**config.mk**
```make
export PLATFORM = sky130hd
export DESIGN_NAME = utf8_code_point_decoder_core_flat
export DESIGN_NICKNAME = d
export VERILOG_FILES = /design/src/hw/rtl/utf8d_pkg.sv /design/src/hw/rtl/utf8d_if.sv /design/src/hw/rtl/utf8_code_point_decoder_core.sv /design/src/hw/rtl/utf8d_in_reg.sv /design/src/hw/rtl/utf8d_decode.sv /design/src/hw/rtl/utf8d_out_seq.sv /design/src/flat_wrapper.sv
export SDC_FILE = /design/constraint.sdc
export NUM_CORES = 1
export LEC_CHECK = 0
export CAP_MARGIN = 30
export CORE_UTILIZATION = 40
export CTS_CLUSTER_SIZE = 16
export DETAILED_ROUTE_END_ITERATION = 7
export DONT_BUFFER_PORTS = 1
export GPL_ROUTABILITY_DRIVEN = 0
export HOLD_SLACK_MARGIN = 0.02
export PLACE_DENSITY = 0.58
export SYNTH_ARGS = -nofsm -noshare
export SYNTH_HDL_FRONTEND = slang
export SYNTH_HIERARCHICAL = 1
export SYNTH_SLANG_ARGS = --single-unit
```
**constraint.sdc**
```tcl
create_clock -name clk_i -period 5.6 [get_ports clk_i]
set_input_delay 0.56 -clock clk_i [delete_from_list [all_inputs] [get_ports clk_i]]
set_output_delay 0.56 -clock clk_i [all_outputs]
set_load 0.03 [all_outputs]
```
**src/hw/rtl/utf8d_pkg.sv**
```systemverilog
// ----------------------------------------------------------------------------
// UTF-8 decoder package
// Shared widths, byte tag codes and the decode result type.
// ----------------------------------------------------------------------------
package utf8d_pkg;

  localparam int unsigned ByteW = 8;
  localparam int unsigned CpW   = 21;
  localparam int unsigned CntW  = 3;   // results per byte, 0..4
  localparam int unsigned NeedW = 2;

  // Byte class tags (top bits of the byte)
  localparam logic [1:0] ContTag  = 2'b10;    // 10xxxxxx
  localparam logic [2:0] Lead2Tag = 3'b110;   // 110xxxxx, one continuation
  localparam logic [3:0] Lead3Tag = 4'b1110;  // 1110xxxx, two continuations
  localparam logic [4:0] Lead4Tag = 5'b11110; // 11110xxx, three continuations

  localparam logic [CntW-1:0]  CntZero  = '0;
  localparam logic [CntW-1:0]  CntOne   = CntW'(1);
  localparam logic [NeedW-1:0] NeedNone = '0;

  // One decoded byte: cnt results, all malformed zero but the last, which
  // carries cp / bad.
  typedef struct packed {
    logic [CntW-1:0] cnt;
    logic [CpW-1:0]  cp;
    logic            bad;
  } dec_res_t;

endpackage

```
**src/hw/rtl/utf8d_if.sv**
```systemverilog
// ----------------------------------------------------------------------------
// UTF-8 decoder channels
// Valid/ready byte input channel and code point result channel.
// ----------------------------------------------------------------------------
interface utf8d_in_if;
  logic                         valid;
  logic                         ready;
  logic [utf8d_pkg::ByteW-1:0]  text_byte;
  logic                         end_of_text;

  modport source (output valid, output text_byte, output end_of_text, input ready);
  modport sink   (input valid, input text_byte, input end_of_text, output ready);
endinterface

interface utf8d_out_if;
  logic                       valid;
  logic                       ready;
  logic [utf8d_pkg::CpW-1:0]  code_point;
  logic                       malformed;
  logic                       last_of_run;

  modport source (output valid, output code_point, output malformed,
                  output last_of_run, input ready);
  modport sink   (input valid, input code_point, input malformed,
                  input last_of_run, output ready);
endinterface

```
**src/hw/rtl/utf8_code_point_decoder_core.sv**
```systemverilog
// ----------------------------------------------------------------------------
// UTF-8 code point decoder core
// A byte beat accepted into the input register is decoded into the result
//   register once that register is free; its first result beat is offered from then on.
// Throughput: one byte per cycle while result beats are taken and each byte gives
//   at most one result; a byte with n results holds the result register for n beats.
// Reset (rst_ni, async, low): sequence state cleared, no beat held.
// Streaming decoder: bytes in, one beat per code point or skipped byte out.
// ----------------------------------------------------------------------------
module utf8_code_point_decoder_core (
  input  logic        clk_i,
  input  logic        rst_ni,
  utf8d_in_if.sink    in_i,
  utf8d_out_if.source out_o
);

  logic                        s1_valid;
  logic [utf8d_pkg::ByteW-1:0] s1_byte;
  logic                        s1_eot;
  logic                        load_ok;
  logic                        advance;
  utf8d_pkg::dec_res_t         dec_res;

  // Byte moves from the input register into decode/result register when the
  // result register is empty or hands out its final beat this cycle.
  assign advance = s1_valid && load_ok;

  utf8d_in_reg u_in_reg (
    .clk_i     (clk_i),
    .rst_ni    (rst_ni),
    .in_i      (in_i),
    .advance_i (advance),
    .valid_o   (s1_valid),
    .byte_o    (s1_byte),
    .eot_o     (s1_eot)
  );

  // Sequence state updates on the same edge the result is registered.
  utf8d_decode u_decode (
    .clk_i     (clk_i),
    .rst_ni    (rst_ni),
    .advance_i (advance),
    .byte_i    (s1_byte),
    .eot_i     (s1_eot),
    .res_o     (dec_res)
  );

  // A byte with zero results loads a zero count: nothing is offered.
  utf8d_out_seq u_out_seq (
    .clk_i     (clk_i),
    .rst_ni    (rst_ni),
    .load_i    (advance),
    .res_i     (dec_res),
    .load_ok_o (load_ok),
    .out_o     (out_o)
  );

endmodule

```
**src/hw/rtl/utf8d_in_reg.sv**
```systemverilog
// ----------------------------------------------------------------------------
// UTF-8 decoder input register
// Holds one accepted byte beat until the decode stage takes it.
// ----------------------------------------------------------------------------
module utf8d_in_reg (
  input  logic                        clk_i,
  input  logic                        rst_ni,
  utf8d_in_if.sink                    in_i,
  input  logic                        advance_i,
  output logic                        valid_o,
  output logic [utf8d_pkg::ByteW-1:0] byte_o,
  output logic                        eot_o
);

  logic                        valid_q;
  logic [utf8d_pkg::ByteW-1:0] byte_q;
  logic                        eot_q;

  assign in_i.ready = !valid_q || advance_i;

  always_ff @(posedge clk_i or negedge rst_ni) begin
    if (!rst_ni) begin
      valid_q <= 1'b0;
    end else if (in_i.valid && in_i.ready) begin
      valid_q <= 1'b1;
    end else if (advance_i) begin
      valid_q <= 1'b0;
    end
  end

  always_ff @(posedge clk_i) begin
    if (in_i.valid && in_i.ready) begin
      byte_q <= in_i.text_byte;
      eot_q  <= in_i.end_of_text;
    end
  end

  assign valid_o = valid_q;
  assign byte_o  = byte_q;
  assign eot_o   = eot_q;

endmodule

```
**src/hw/rtl/utf8d_decode.sv**
```systemverilog
// ----------------------------------------------------------------------------
// UTF-8 decoder step logic
// Sequence state and the one-pass decode of a byte into a result count
// and final result.
// ----------------------------------------------------------------------------
module utf8d_decode (
  input  logic                        clk_i,
  input  logic                        rst_ni,
  input  logic                        advance_i,
  input  logic [utf8d_pkg::ByteW-1:0] byte_i,
  input  logic                        eot_i,
  output utf8d_pkg::dec_res_t         res_o
);

  logic [utf8d_pkg::NeedW-1:0] need_q, need_d;
  logic [utf8d_pkg::NeedW-1:0] taken_q, taken_d;
  logic [utf8d_pkg::CpW-1:0]   part_q, part_d;

  // fresh-byte decode
  logic                        f_res;    // fresh byte gives a result
  logic [utf8d_pkg::CpW-1:0]   f_cp;
  logic                        f_bad;
  logic [utf8d_pkg::NeedW-1:0] f_need;
  logic [utf8d_pkg::CpW-1:0]   f_part;

  logic                        is_cont;
  logic [utf8d_pkg::NeedW-1:0] need_dec;
  logic [utf8d_pkg::NeedW-1:0] taken_inc;
  logic [utf8d_pkg::CpW-1:0]   part_sh;

  always_comb begin
    f_res  = 1'b1;
    f_cp   = '0;
    f_bad  = 1'b1;
    f_need = utf8d_pkg::NeedNone;
    f_part = '0;
    if (!byte_i[7]) begin
      f_cp  = utf8d_pkg::CpW'(byte_i);
      f_bad = 1'b0;
    end else if (byte_i[7:5] == utf8d_pkg::Lead2Tag) begin
      f_need = 2'd1;
      f_part = utf8d_pkg::CpW'(byte_i[4:0]);
    end else if (byte_i[7:4] == utf8d_pkg::Lead3Tag) begin
      f_need = 2'd2;
      f_part = utf8d_pkg::CpW'(byte_i[3:0]);
    end else if (byte_i[7:3] == utf8d_pkg::Lead4Tag) begin
      f_need = 2'd3;
      f_part = utf8d_pkg::CpW'(byte_i[2:0]);
    end
    // a lead opens a sequence: no result unless the text ends here
    if (f_need != utf8d_pkg::NeedNone) begin
      f_res = eot_i;
    end
  end

  assign is_cont   = (byte_i[7:6] == utf8d_pkg::ContTag);
  assign need_dec  = need_q - 2'd1;
  assign taken_inc = taken_q + 2'd1;
  assign part_sh   = {part_q[utf8d_pkg::CpW-7:0], byte_i[5:0]};

  always_comb begin
    res_o   = '{cnt: utf8d_pkg::CntZero, cp: '0, bad: 1'b1};
    need_d  = f_need;
    taken_d = '0;
    part_d  = f_part;
    if (need_q == utf8d_pkg::NeedNone) begin
      res_o.cnt = f_res ? utf8d_pkg::CntOne : utf8d_pkg::CntZero;
      res_o.cp  = f_cp;
      res_o.bad = f_bad;
    end else if (is_cont) begin
      need_d  = need_dec;
      taken_d = taken_inc;
      part_d  = part_sh;
      if (need_dec == utf8d_pkg::NeedNone) begin
        res_o.cnt = utf8d_pkg::CntOne;
        res_o.cp  = part_sh;
        res_o.bad = 1'b0;
      end else if (eot_i) begin
        // cut-off: lead plus every continuation taken
        res_o.cnt = utf8d_pkg::CntOne + utf8d_pkg::CntW'(taken_inc);
      end
    end else begin
      // broken sequence, then the byte is decoded afresh
      res_o.cnt = utf8d_pkg::CntOne + utf8d_pkg::CntW'(taken_q)
                + utf8d_pkg::CntW'(f_res);
      if (f_res) begin
        res_o.cp  = f_cp;
        res_o.bad = f_bad;
      end
    end
    if (eot_i) begin
      need_d  = utf8d_pkg::NeedNone;
      taken_d = '0;
      part_d  = '0;
    end
  end

  always_ff @(posedge clk_i or negedge rst_ni) begin
    if (!rst_ni) begin
      need_q  <= utf8d_pkg::NeedNone;
      taken_q <= '0;
      part_q  <= '0;
    end else if (advance_i) begin
      need_q  <= need_d;
      taken_q <= taken_d;
      part_q  <= part_d;
    end
  end

endmodule

```
**src/hw/rtl/utf8d_out_seq.sv**
```systemverilog
// ----------------------------------------------------------------------------
// UTF-8 decoder result sequencer
// Result register that plays out the beats of one decoded byte.
// ----------------------------------------------------------------------------
module utf8d_out_seq (
  input  logic                clk_i,
  input  logic                rst_ni,
  input  logic                load_i,
  input  utf8d_pkg::dec_res_t res_i,
  output logic                load_ok_o,
  utf8d_out_if.source         out_o
);

  logic [utf8d_pkg::CntW-1:0] cnt_q;   // beats left
  logic [utf8d_pkg::CpW-1:0]  cp_q;
  logic                       bad_q;
  logic                       final_beat;

  assign final_beat  = (cnt_q == utf8d_pkg::CntOne);
  assign load_ok_o   = (cnt_q == utf8d_pkg::CntZero) || (final_beat && out_o.ready);

  assign out_o.valid       = (cnt_q != utf8d_pkg::CntZero);
  assign out_o.code_point  = final_beat ? cp_q : '0;
  assign out_o.malformed   = final_beat ? bad_q : 1'b1;
  assign out_o.last_of_run = final_beat;

  always_ff @(posedge clk_i or negedge rst_ni) begin
    if (!rst_ni) begin
      cnt_q <= utf8d_pkg::CntZero;
    end else if (load_i) begin
      cnt_q <= res_i.cnt;
    end else if (out_o.valid && out_o.ready) begin
      cnt_q <= cnt_q - utf8d_pkg::CntOne;
    end
  end

  always_ff @(posedge clk_i) begin
    if (load_i) begin
      cp_q  <= res_i.cp;
      bad_q <= res_i.bad;
    end
  end

endmodule

```
**src/flat_wrapper.sv**
```systemverilog
// flat-port wrapper written by rule: the top's interface ports become plain ports
module utf8_code_point_decoder_core_flat 
  (clk_i, rst_ni, in_i_valid, in_i_text_byte, in_i_end_of_text, in_i_ready, out_o_valid, out_o_code_point, out_o_malformed, out_o_last_of_run, out_o_ready);
  utf8d_in_if in_i_i ();
  utf8d_out_if out_o_i ();
  input  logic clk_i;
  input  logic rst_ni;
  input wire logic [$bits(in_i_i.valid)-1:0] in_i_valid;
  input wire logic [$bits(in_i_i.text_byte)-1:0] in_i_text_byte;
  input wire logic [$bits(in_i_i.end_of_text)-1:0] in_i_end_of_text;
  output wire logic [$bits(in_i_i.ready)-1:0] in_i_ready;
  output wire logic [$bits(out_o_i.valid)-1:0] out_o_valid;
  output wire logic [$bits(out_o_i.code_point)-1:0] out_o_code_point;
  output wire logic [$bits(out_o_i.malformed)-1:0] out_o_malformed;
  output wire logic [$bits(out_o_i.last_of_run)-1:0] out_o_last_of_run;
  input wire logic [$bits(out_o_i.ready)-1:0] out_o_ready;
  assign in_i_i.valid = in_i_valid;
  assign in_i_i.text_byte = in_i_text_byte;
  assign in_i_i.end_of_text = in_i_end_of_text;
  assign in_i_ready = in_i_i.ready;
  assign out_o_valid = out_o_i.valid;
  assign out_o_code_point = out_o_i.code_point;
  assign out_o_malformed = out_o_i.malformed;
  assign out_o_last_of_run = out_o_i.last_of_run;
  assign out_o_i.ready = out_o_ready;
  utf8_code_point_decoder_core u_core (.clk_i(clk_i), .rst_ni(rst_ni), .in_i(in_i_i), .out_o(out_o_i));
endmodule
```
==> results_dict.tcl, run 1 <==
set metrics [dict create \
    fillers 546 \
    critPathMaxFanout 38 \
    post_route_cells_drive_above_1_share_pct 7.614 \
    synth_top_cells_by_area "edfxtp_1 (38%), dfrtp_1 (24%), and2_1 (11%)" \
    cts.sinks 54 \
    route.detailed.drc 0 \
    synth.net_count 214 \
    slew_violations 0 \
    end_kind "primary output" \
    synth_cell_types 36 \
    critPathArrivalTime_ps 2680 \
    cp.required_ps 5040 \
    final_net_count 217 \
    grtUsageMet1_pct 18.02 \
    start_kind "flop" \
    fin_util_pct 44.36 \
    use_met2_pct 22.91 \
    synth.most_common_cell "and2_1" \
    async_flop_share_pct 42.59 \
    relSlewSlack_pct 36.29 \
    hold_viol_final 0 \
    root_buffer "clkbuf_8" \
    synth_top_area_cell "edfxtp_1" \
    layout_setup_ws_ps 2365 \
    cp_common_cell "nand2_1" \
    setup_tns_ps 0 \
    setup_viol 0 \
    grt_pass1_vias 1373 \
    top_level_ports 38 \
    min_period_ps 3235 \
    fin_worst_skew_ps 9.373 \
    final_antenna_net_count 0 \
    synthFlopType "edfxtp_1" \
    syn_avg_cell_area_sq_um 12.67 \
    worst_slew_pin_slew_ps 951.3 \
    holdWs_ps 349.7 \
    crit_chain "inv_1, ha_1, nor2b_2, nand2_1, nand2_1, and2_1, buf_4, nand2b_4" \
    fp.dieH_um 80.20 \
    status "finished clean" \
    hold_path.class "in -> reg" \
    initial_core_util_pct 41.31 \
    port_buffers 0 \
    crit_type "reg -> out" \
    post_drt_via_cell_ratio 5.210 \
    dp_hpwl_um 2868 \
    slowest_stage "nor2b_2" \
    seqCellArea_sq_um 1506 \
    rows 28 \
    multi_input_area_sq_um 863.3 \
    cts.htree.levels 2 \
    numCtsBuffers 5 \
    place_area_sq_um 2509 \
    synth_edf_count 31 \
    use_met3_pct 4.432 \
    grt_use_total_pct 14.25 \
    top_usage_layer "met2" \
    firstDrtPassIters 4 \
    clockBufferDepth 2 \
    synth_common_cells "and2_1 (42), edfxtp_1 (31), dfrtp_1 (23), a22o_1 (10), inv_1 (10)" \
    max_stage_delay_ps 760 \
    power_density_nw_per_um2 541.0 \
    vdd_ir_drop_max_mv 0.2519 \
    syn_area_sq_um 2446 \
    yosys_warnings 6 \
    antenna_found_initial 0 \
    yosysTopAreaCellShare_pct 38.06 \
    fin_cells 272 \
    fin_area_sq_um 2626 \
    clock_latency_ps 300 \
    cts_tree "done" \
    grt_pass1_wl_um 6789 \
    avgRoutedWirePerCell_um 15.17 \
    clk_pin_slew_ps 90 \
    dieArea_sq_um 6432 \
    cap_violations 0 \
    final.period_utilization_pct 57.77 \
    vias 1417 \
    core_sq_um 5921 \
    drt_wl_total_um 4126 \
    fin_total_pwr_mw 1.421 \
    die_x_um 80.20 \
    cts_resized 0 \
    synth_cells 193 \
    grt_max_degree 39 \
    seq_area_frac_synth_pct 61.59 \
    rsz0062_at_grt "false" \
    dp_cells 262 \
    grt_overflow 0 \
    num_antenna_cells 0 \
    syn_to_final_growth_pct 7.366 \
    max_freq_mhz 309.1 \
    synth-seq-cells 54 \
    p_leak_nw 1.066 \
    pre_cts_ws_ps 2618 \
    dr.first_iter.drc_count 115 \
]
flip-flops by register name, summed over array words and instances, names as in the netlist:
name and flops:
u_core/u_out_seq/cnt_q 3, u_core/u_out_seq/bad_q 1, u_core/u_in_reg/byte_o 8, u_core/u_in_reg/eot_o 1
u_core/u_decode/taken_q 2, u_core/u_decode/need_q 2, u_core/u_decode/part_q 15, u_core/u_in_reg/valid_o 1
u_core/u_out_seq/cp_q 21
final cells by class:
class / count / area share, %
clock buffer: 5 / 2.620
clock inverter: 3 / 0.9052
inverter: 10 / 1.429
multi-input combinational: 122 / 32.87
sequential: 54 / 57.36
tap: 75 / 3.573
timing repair buffer: 3 / 1.239
kinds of logic (layout without fill, tap and decap cells):
| group | after synthesis | in the layout | synth area share, % |
|---|---|---|---|
| xor+xnor | 1 | 1 | 0.3581 |
| simple gates | 79 | 79 | 19.39 |
| buf+inv | 17 | 21 | 3.120 |
| mux | 2 | 2 | 0.8184 |
| compound gates | 32 | 32 | 10.64 |
| flops | 54 | 54 | 61.59 |
| fa+ha+maj | 8 | 8 | 4.092 |
placed cells by master, fill, tap and decap left out, types with 5 or more instances in the layout:
cell type	count
a32o_1	5
dfrtp_1	23
inv_1	10
clkbuf_8	5
nand2b_1	5
nand2_1	8
edfxtp_1	31
nor2_1	7
and2_1	42
ha_1	8
a22o_1	10
routing by layer:
layer,up-vias,routed length (um)
met1,687,1877
li1,690,-
met3,2,191
met5,-,0
met2,38,2032
met4,0,25
what timing repair did:
item,in CTS,in global routing
hold buffers,1,0
buffers inserted,0,0
endpoints found under the hold margin,23,0
critical path, delay by kind of cell, from the launching register on:
family / cells / cell delay [ps]
simple gates: 5 / 1350
fa+ha+maj: 1 / 150
flops: 1 / 380
buf+inv: 2 / 500
where the power goes:
group | internal [mW] | switching [mW]
logic | 0.148 | 0.402
registers | 0.590 | 0.0650
clock network | 0.0896 | 0.126
total | 0.827 | 0.593
path summary, 6_finish.rpt:
check	startpoint	endpoint	slack, ps	depth (start not counted)
hold reg to reg	u_core/u_decode/part_q[12]$_DFFE_PN0P_	u_core/u_decode/part_q[12]$_DFFE_PN0P_	510	1
min in group asynchronous	rst_ni	u_core/u_out_seq/cnt_q[0]$_DFFE_PN0P_	640	1
hold / removal	in_i_end_of_text	u_core/u_in_reg/eot_o$_DFFE_PP_	350	0
setup reg to reg	u_core/u_out_seq/cnt_q[1]$_DFFE_PN0P_	u_core/u_decode/part_q[4]$_DFFE_PN0P_	2670	10
max in group asynchronous	rst_ni	u_core/u_decode/part_q[1]$_DFFE_PN0P_	4500	2
setup / recovery	u_core/u_out_seq/cnt_q[1]$_DFFE_PN0P_	in_i_ready	2360	8
(Power assumes the default switching activity.)
==> run 2, diff against run 1 <==
--- a/config.mk
+++ b/config.mk
@@ -5,6 +5,7 @@
 export SDC_FILE = /design/constraint.sdc
 export NUM_CORES = 1
 export LEC_CHECK = 0
+export ABC_AREA = 1
 export CAP_MARGIN = 30
 export CORE_UTILIZATION = 40
 export CTS_CLUSTER_SIZE = 16
@@ -12,7 +13,7 @@
 export DONT_BUFFER_PORTS = 1
 export GPL_ROUTABILITY_DRIVEN = 0
 export HOLD_SLACK_MARGIN = 0.02
-export PLACE_DENSITY = 0.58
+export PLACE_DENSITY = 0.6
 export SYNTH_ARGS = -nofsm -noshare
 export SYNTH_HDL_FRONTEND = slang
 export SYNTH_HIERARCHICAL = 1
==> constraint.sdc (replaced) <==
create_clock -name clk_i -period 2.9 [get_ports clk_i]
set_input_delay 0.29 -clock clk_i [delete_from_list [all_inputs] [get_ports clk_i]]
set_output_delay 0.29 -clock clk_i [all_outputs]
set_load 0.03 [all_outputs]
==> run 2 against run 1 <==
  * Via count increased by 19%
  * Flip-flop and latch count unchanged
  * Cell count increased by 31%
  * Sequential power increased by 83%
  * Critical path type is now reg -> reg
  * Largest cell class unchanged
  * Clock skew decreased by 1.4 ps
==> results_dict.tcl, run 2 <==
set metrics [dict create \
    worst_slew_pin_slew_ps 653.6 \
    synth-seq-cells 54 \
    route.detailed.drc 0 \
    synth_cells 273 \
    crit_chain "inv_1, ha_1, nand2_2, inv_1, nand2_1, nand2_1, nand2_1, inv_1, buf_4, inv_1, nor2_1, o21bai_1, nor2_1" \
    async_flop_share_pct 42.59 \
    dieArea_sq_um 6659 \
    antenna_found_initial 0 \
    root_buffer "clkbuf_8" \
    post_drt_via_cell_ratio 4.728 \
    start_kind "flop" \
    p_leak_nw 1.269 \
    status "finished clean" \
    synth.most_common_cell "inv_1" \
    seq_area_frac_synth_pct 59.43 \
    hold_path.class "in -> reg" \
    num_antenna_cells 0 \
    synth.net_count 294 \
    fin_util_pct 45.74 \
    vdd_ir_drop_max_mv 0.4126 \
    final_antenna_net_count 0 \
    die_x_um 81.61 \
    max_freq_mhz 436.2 \
    vias 1683 \
    synth_edf_count 31 \
    setup_tns_ps 0 \
    cap_violations 0 \
    cp.required_ps 3100 \
    largest_reg_flops 21 \
    dp_hpwl_um 3038 \
    min_period_ps 2293 \
    fin_worst_skew_ps 8.004 \
    dr.first_iter.drc_count 140 \
    initial_core_util_pct 42.07 \
    relSlewSlack_pct 56.27 \
    avgRoutedWirePerCell_um 12.41 \
    crit_type "reg -> reg" \
    slowest_stage "buf_4" \
    core_sq_um 6026 \
    cts_tree "done" \
    cts.sinks 54 \
    firstDrtPassIters 4 \
    synth_top_cells_by_area "edfxtp_1 (37%), dfrtp_1 (23%), inv_1 (9.0%)" \
    seqCellArea_sq_um 1506 \
    end_kind "flop" \
    rows 28 \
    drt_wl_total_um 4417 \
    critPathMaxFanout 38 \
    fillers 587 \
    yosys_warnings 6 \
    grt_overflow 0 \
    synth_common_cells "inv_1 (61), nor2_1 (52), nand2_1 (44), edfxtp_1 (31), dfrtp_1 (23)" \
    final_common_cell "inv_1" \
    clock_latency_ps 310 \
    rsz0062_at_grt "false" \
    fp.dieH_um 81.61 \
    final_cell_mix "inv_1 (61), nor2_1 (52), nand2_1 (44)" \
    cts.htree.levels 2 \
    final_net_count 301 \
    cp_common_cell "inv_1" \
    multi_input_area_sq_um 750.7 \
    synthFlopType "edfxtp_1" \
    syn_avg_cell_area_sq_um 9.285 \
    numCtsBuffers 5 \
    slew_violations 0 \
    fin_total_pwr_mw 2.794 \
    fin_area_sq_um 2756 \
    syn_area_sq_um 2535 \
    top_level_ports 38 \
    clockBufferDepth 2 \
    final.period_utilization_pct 79.06 \
    grt_pass1_wl_um 7300 \
    synth_cell_types 26 \
    hold_viol_final 0 \
    clk_pin_slew_ps 100 \
    grt_max_degree 39 \
    port_buffers 0 \
    critPathArrivalTime_ps 2500 \
    synth_top_area_cell "edfxtp_1" \
    setup_viol 0 \
    place_area_sq_um 2610 \
    grt_pass1_vias 1590 \
    grt_use_total_pct 14.66 \
    holdWs_ps 66.82 \
    yosysTopAreaCellShare_pct 36.72 \
    power_density_nw_per_um2 1014 \
    regMostFlops "u_core/u_out_seq/cp_q" \
    max_stage_delay_ps 400 \
    syn_to_final_growth_pct 8.736 \
    cts_setup_buffers 0 \
    post_route_cells_drive_above_1_share_pct 8.897 \
]
run 2: power by group:
part	internal [mW]	leakage (nW)	switching, mW	total [mW]
Clock	0.264	0.0591	0.257	0.520
Sequential	1.10	0.604	0.0967	1.20
Combinational	0.256	0.606	0.816	1.07
Total	1.62	1.27	1.17	2.79
run 2: kinds of logic after synthesis:
logic type      share of synthesized area (%)
fa+ha+maj                               3.949
compound gates                          6.565
buf+inv                                 10.96
simple gates                            19.10
flops                                   59.43
run 2: layout make-up:
cell class / instances / share of cell area [%]
flip-flops and latches: 54 / 54.65
multi-input cells: 151 / 27.24
inverters: 63 / 8.579
well taps: 75 / 3.404
clock buffers: 5 / 2.497
repair buffers: 5 / 1.906
clock inverters: 3 / 1.725
run 2: what timing repair did:
item	4_1_cts	5_1_grt
gates resized for setup	0	0
hold endpoints to repair	23	0
hold buffers	2	0
run 2: worst paths after layout:
check	startpoint	endpoint	slack [ps]	cells after the start
setup / recovery	u_core/u_out_seq/cnt_q[1]$_DFFE_PN0P_	u_core/u_out_seq/cnt_q[2]$_DFFE_PN0P_	610	13
setup reg to reg	u_core/u_out_seq/cnt_q[1]$_DFFE_PN0P_	u_core/u_out_seq/cnt_q[2]$_DFFE_PN0P_	610	13
hold / removal	in_i_end_of_text	u_core/u_in_reg/eot_o$_DFFE_PP_	70	0
min in group asynchronous	rst_ni	u_core/u_in_reg/valid_o$_DFFE_PN0P_	430	2
max in group asynchronous	rst_ni	u_core/u_decode/part_q[4]$_DFFE_PN0P_	2330	2
hold reg to reg	u_core/u_decode/part_q[2]$_DFFE_PN0P_	u_core/u_decode/part_q[2]$_DFFE_PN0P_	490	2
run 2: stage by stage:
step | setup WS, ps | instances
floorplan | 217.6 | 273
global placement | 701.8 | 346
detailed placement | 618.2 | 346
CTS | 597.7 | 356
global route | 321.3 | 356
finish | 607.3 | 356
run 2: worst max-delay path, delay by kind of cell, from the launching register on:
family	cells	cell delay (ps)
DFF	1	380
adders and majority gates	1	170
AOI/OAI and AO/OA	1	110
and+or+nand+nor	6	570
buffers and inverters	5	960
run 2: layer usage:
metal	global-route usage, %	routed length [um]
met1	19.90	2131
met2	22.83	2026
met3	3.444	186
met4	5.439	73
met5	0	0
==> run 3, diff against run 2 <==
--- a/config.mk
+++ b/config.mk
@@ -5,7 +5,7 @@
 export SDC_FILE = /design/constraint.sdc
 export NUM_CORES = 1
 export LEC_CHECK = 0
-export ABC_AREA = 1
+export ABC_AREA = 0
 export CAP_MARGIN = 30
 export CORE_UTILIZATION = 40
 export CTS_CLUSTER_SIZE = 16
@@ -13,7 +13,7 @@
 export DONT_BUFFER_PORTS = 1
 export GPL_ROUTABILITY_DRIVEN = 0
 export HOLD_SLACK_MARGIN = 0.02
-export PLACE_DENSITY = 0.6
+export PLACE_DENSITY = 0.58
 export SYNTH_ARGS = -nofsm -noshare
 export SYNTH_HDL_FRONTEND = slang
 export SYNTH_HIERARCHICAL = 1
==> constraint.sdc (replaced) <==
create_clock -name clk_i -period 2.22 [get_ports clk_i]
set_input_delay 0.222 -clock clk_i [delete_from_list [all_inputs] [get_ports clk_i]]
set_output_delay 0.222 -clock clk_i [all_outputs]
set_load 0.03 [all_outputs]
==> run 3 against run 2 <==
  * Non-clock buffer count grew 12
  * Count of clock-buffer cells in the layout is 2 higher
  * Register-to-register slack got worse by 380 ps
  * Total power grew 35%
  * Combinational power up 39%
  * Core utilization increased by 1.3 points
  * Clock skew fell by 2.2 ps
  * Global-route usage decreased by 0.22 points
  * Cell count down 20%
  * Flip-flop and latch count unchanged
  * Critical path depth is 5 lower
  * Largest cell class unchanged
  * Largest power group unchanged
==> results_dict.tcl, run 3 (synthesized netlist as in run 1, its figures left out) <==
set metrics [dict create \
    port_buffers 0 \
    post_route_cells_drive_above_1_share_pct 8.531 \
    r2r_cells 8 \
    route.detailed.drc 0 \
    final_net_count 231 \
    largest_reg_flops 21 \
    power_density_nw_per_um2 1352 \
    final_common_cell "and2_1" \
    avgRoutedWirePerCell_um 14.65 \
    final_cell_mix "and2_1 (41), edfxtp_1 (31), dfrtp_1 (23)" \
    syn_to_final_growth_pct 13.86 \
    slew_violations 0 \
    holdPathStages 2 \
    fp.dieH_um 80.20 \
    grt_pass1_vias 1460 \
    final_antenna_net_count 0 \
    initial_core_util_pct 41.31 \
    dp_hpwl_um 3065 \
    num_antenna_cells 0 \
    die_x_um 80.20 \
    end_kind "flop" \
    hold_path.class "in -> reg" \
    dieArea_sq_um 6432 \
    final.period_utilization_pct 89.84 \
    vdd_ir_drop_max_mv 0.5731 \
    cp.required_ps 2450 \
    grt_use_total_pct 14.45 \
    worst_slew_pin_slew_ps 507.6 \
    clock_latency_ps 300 \
    grt_pass1_wl_um 6900 \
    place_area_sq_um 2541 \
    min_period_ps 1994 \
    setup_tns_ps 0 \
    fin_worst_skew_ps 5.819 \
    grt_overflow 0 \
    cap_violations 0 \
    p_leak_nw 1.146 \
    clk_pin_slew_ps 90 \
    firstDrtPassIters 5 \
    rsz0062_at_grt "false" \
    cts.sinks 54 \
    post_drt_via_cell_ratio 5.224 \
    regMostFlops "u_core/u_out_seq/cp_q" \
    cts_tree "done" \
    cts.htree.levels 2 \
    cts_setup_buffers 0 \
    rows 28 \
    critPathMaxFanout 14 \
    hold_viol_final 0 \
    drt_wl_total_um 4191 \
    dr.first_iter.drc_count 64 \
    core_sq_um 5921 \
    setup_viol 0 \
    top_level_ports 38 \
    start_kind "flop" \
    fin_area_sq_um 2785 \
    clockBufferDepth 2 \
    relSlewSlack_pct 66.12 \
    status "finished clean" \
    vias 1494 \
    antenna_found_initial 0 \
    numCtsBuffers 5 \
    root_buffer "clkbuf_8" \
    cts_resized 0 \
    crit_type "reg -> reg" \
    max_freq_mhz 501.4 \
    hold_buffers 11 \
    critPathArrivalTime_ps 2230 \
    grt_max_degree 24 \
]
[run 3: cell type report]
cell class              instances  area (sq um)
fillers                       540          3136
flip-flops and latches         54          1506
well taps                      75         93.84
repair buffers                 17         175.2
multi-input cells             122         865.8
inverters                      10         37.54
clock buffers                   7         76.32
clock inverters                 1         30.03
[run 3: power breakdown]
part           internal [mW]  leakage, nW  switching [mW]
combinational          0.449        0.482            1.05
clock                  0.337       0.0524           0.283
sequential              1.49        0.612           0.164
total                   2.27         1.15            1.49
[run 3: worst paths after layout]
path                       slack (ps)                                   start                                     end
max in group asynchronous        1560                                  rst_ni   u_core/u_decode/part_q[8]$_DFFE_PN0P_
setup / recovery                  230   u_core/u_out_seq/cnt_q[0]$_DFFE_PN0P_   u_core/u_decode/part_q[0]$_DFFE_PN0P_
min in group asynchronous         250                                  rst_ni  u_core/u_decode/taken_q[1]$_DFFE_PN0P_
hold reg to reg                   500  u_core/u_decode/part_q[11]$_DFFE_PN0P_  u_core/u_decode/part_q[11]$_DFFE_PN0P_
setup reg to reg                  230   u_core/u_out_seq/cnt_q[0]$_DFFE_PN0P_   u_core/u_decode/part_q[0]$_DFFE_PN0P_
hold / removal                    170                             out_o_ready   u_core/u_out_seq/cnt_q[0]$_DFFE_PN0P_
[run 3: metrics by stage]
stage,power (mW),util (%),cells,hold WS [ps],setup slack [ps]
after floorplan,2.842,-,193,-73.59,57.76
after CTS,3.801,46.58,285,136.6,195.4
after global placement,3.084,42.92,266,-72.98,312.8
after global routing,3.999,47.04,286,168.4,69.67
final,3.765,47.04,286,165.1,225.7
after detailed placement,3.151,42.92,266,-72.99,245.8
[run 3: critical path: stages (launching register included)]
cell      delay [ps]
dfrtp_1          410
inv_1            120
ha_1             240
nand2b_4         130
nand2_1           90
and2_4           220
nand3b_1         130
a21oi_1          320
a32o_1           250
[run 3: layer usage]
layer  track usage [%]  vias to the layer above  routed length (um)
li1                  -                      718                   -
met2             25.47                       39                2120
met3             3.750                        5                 175
met1             17.01                      732                1837
met5                 0                        -                   0
met4             4.821                        0                  58
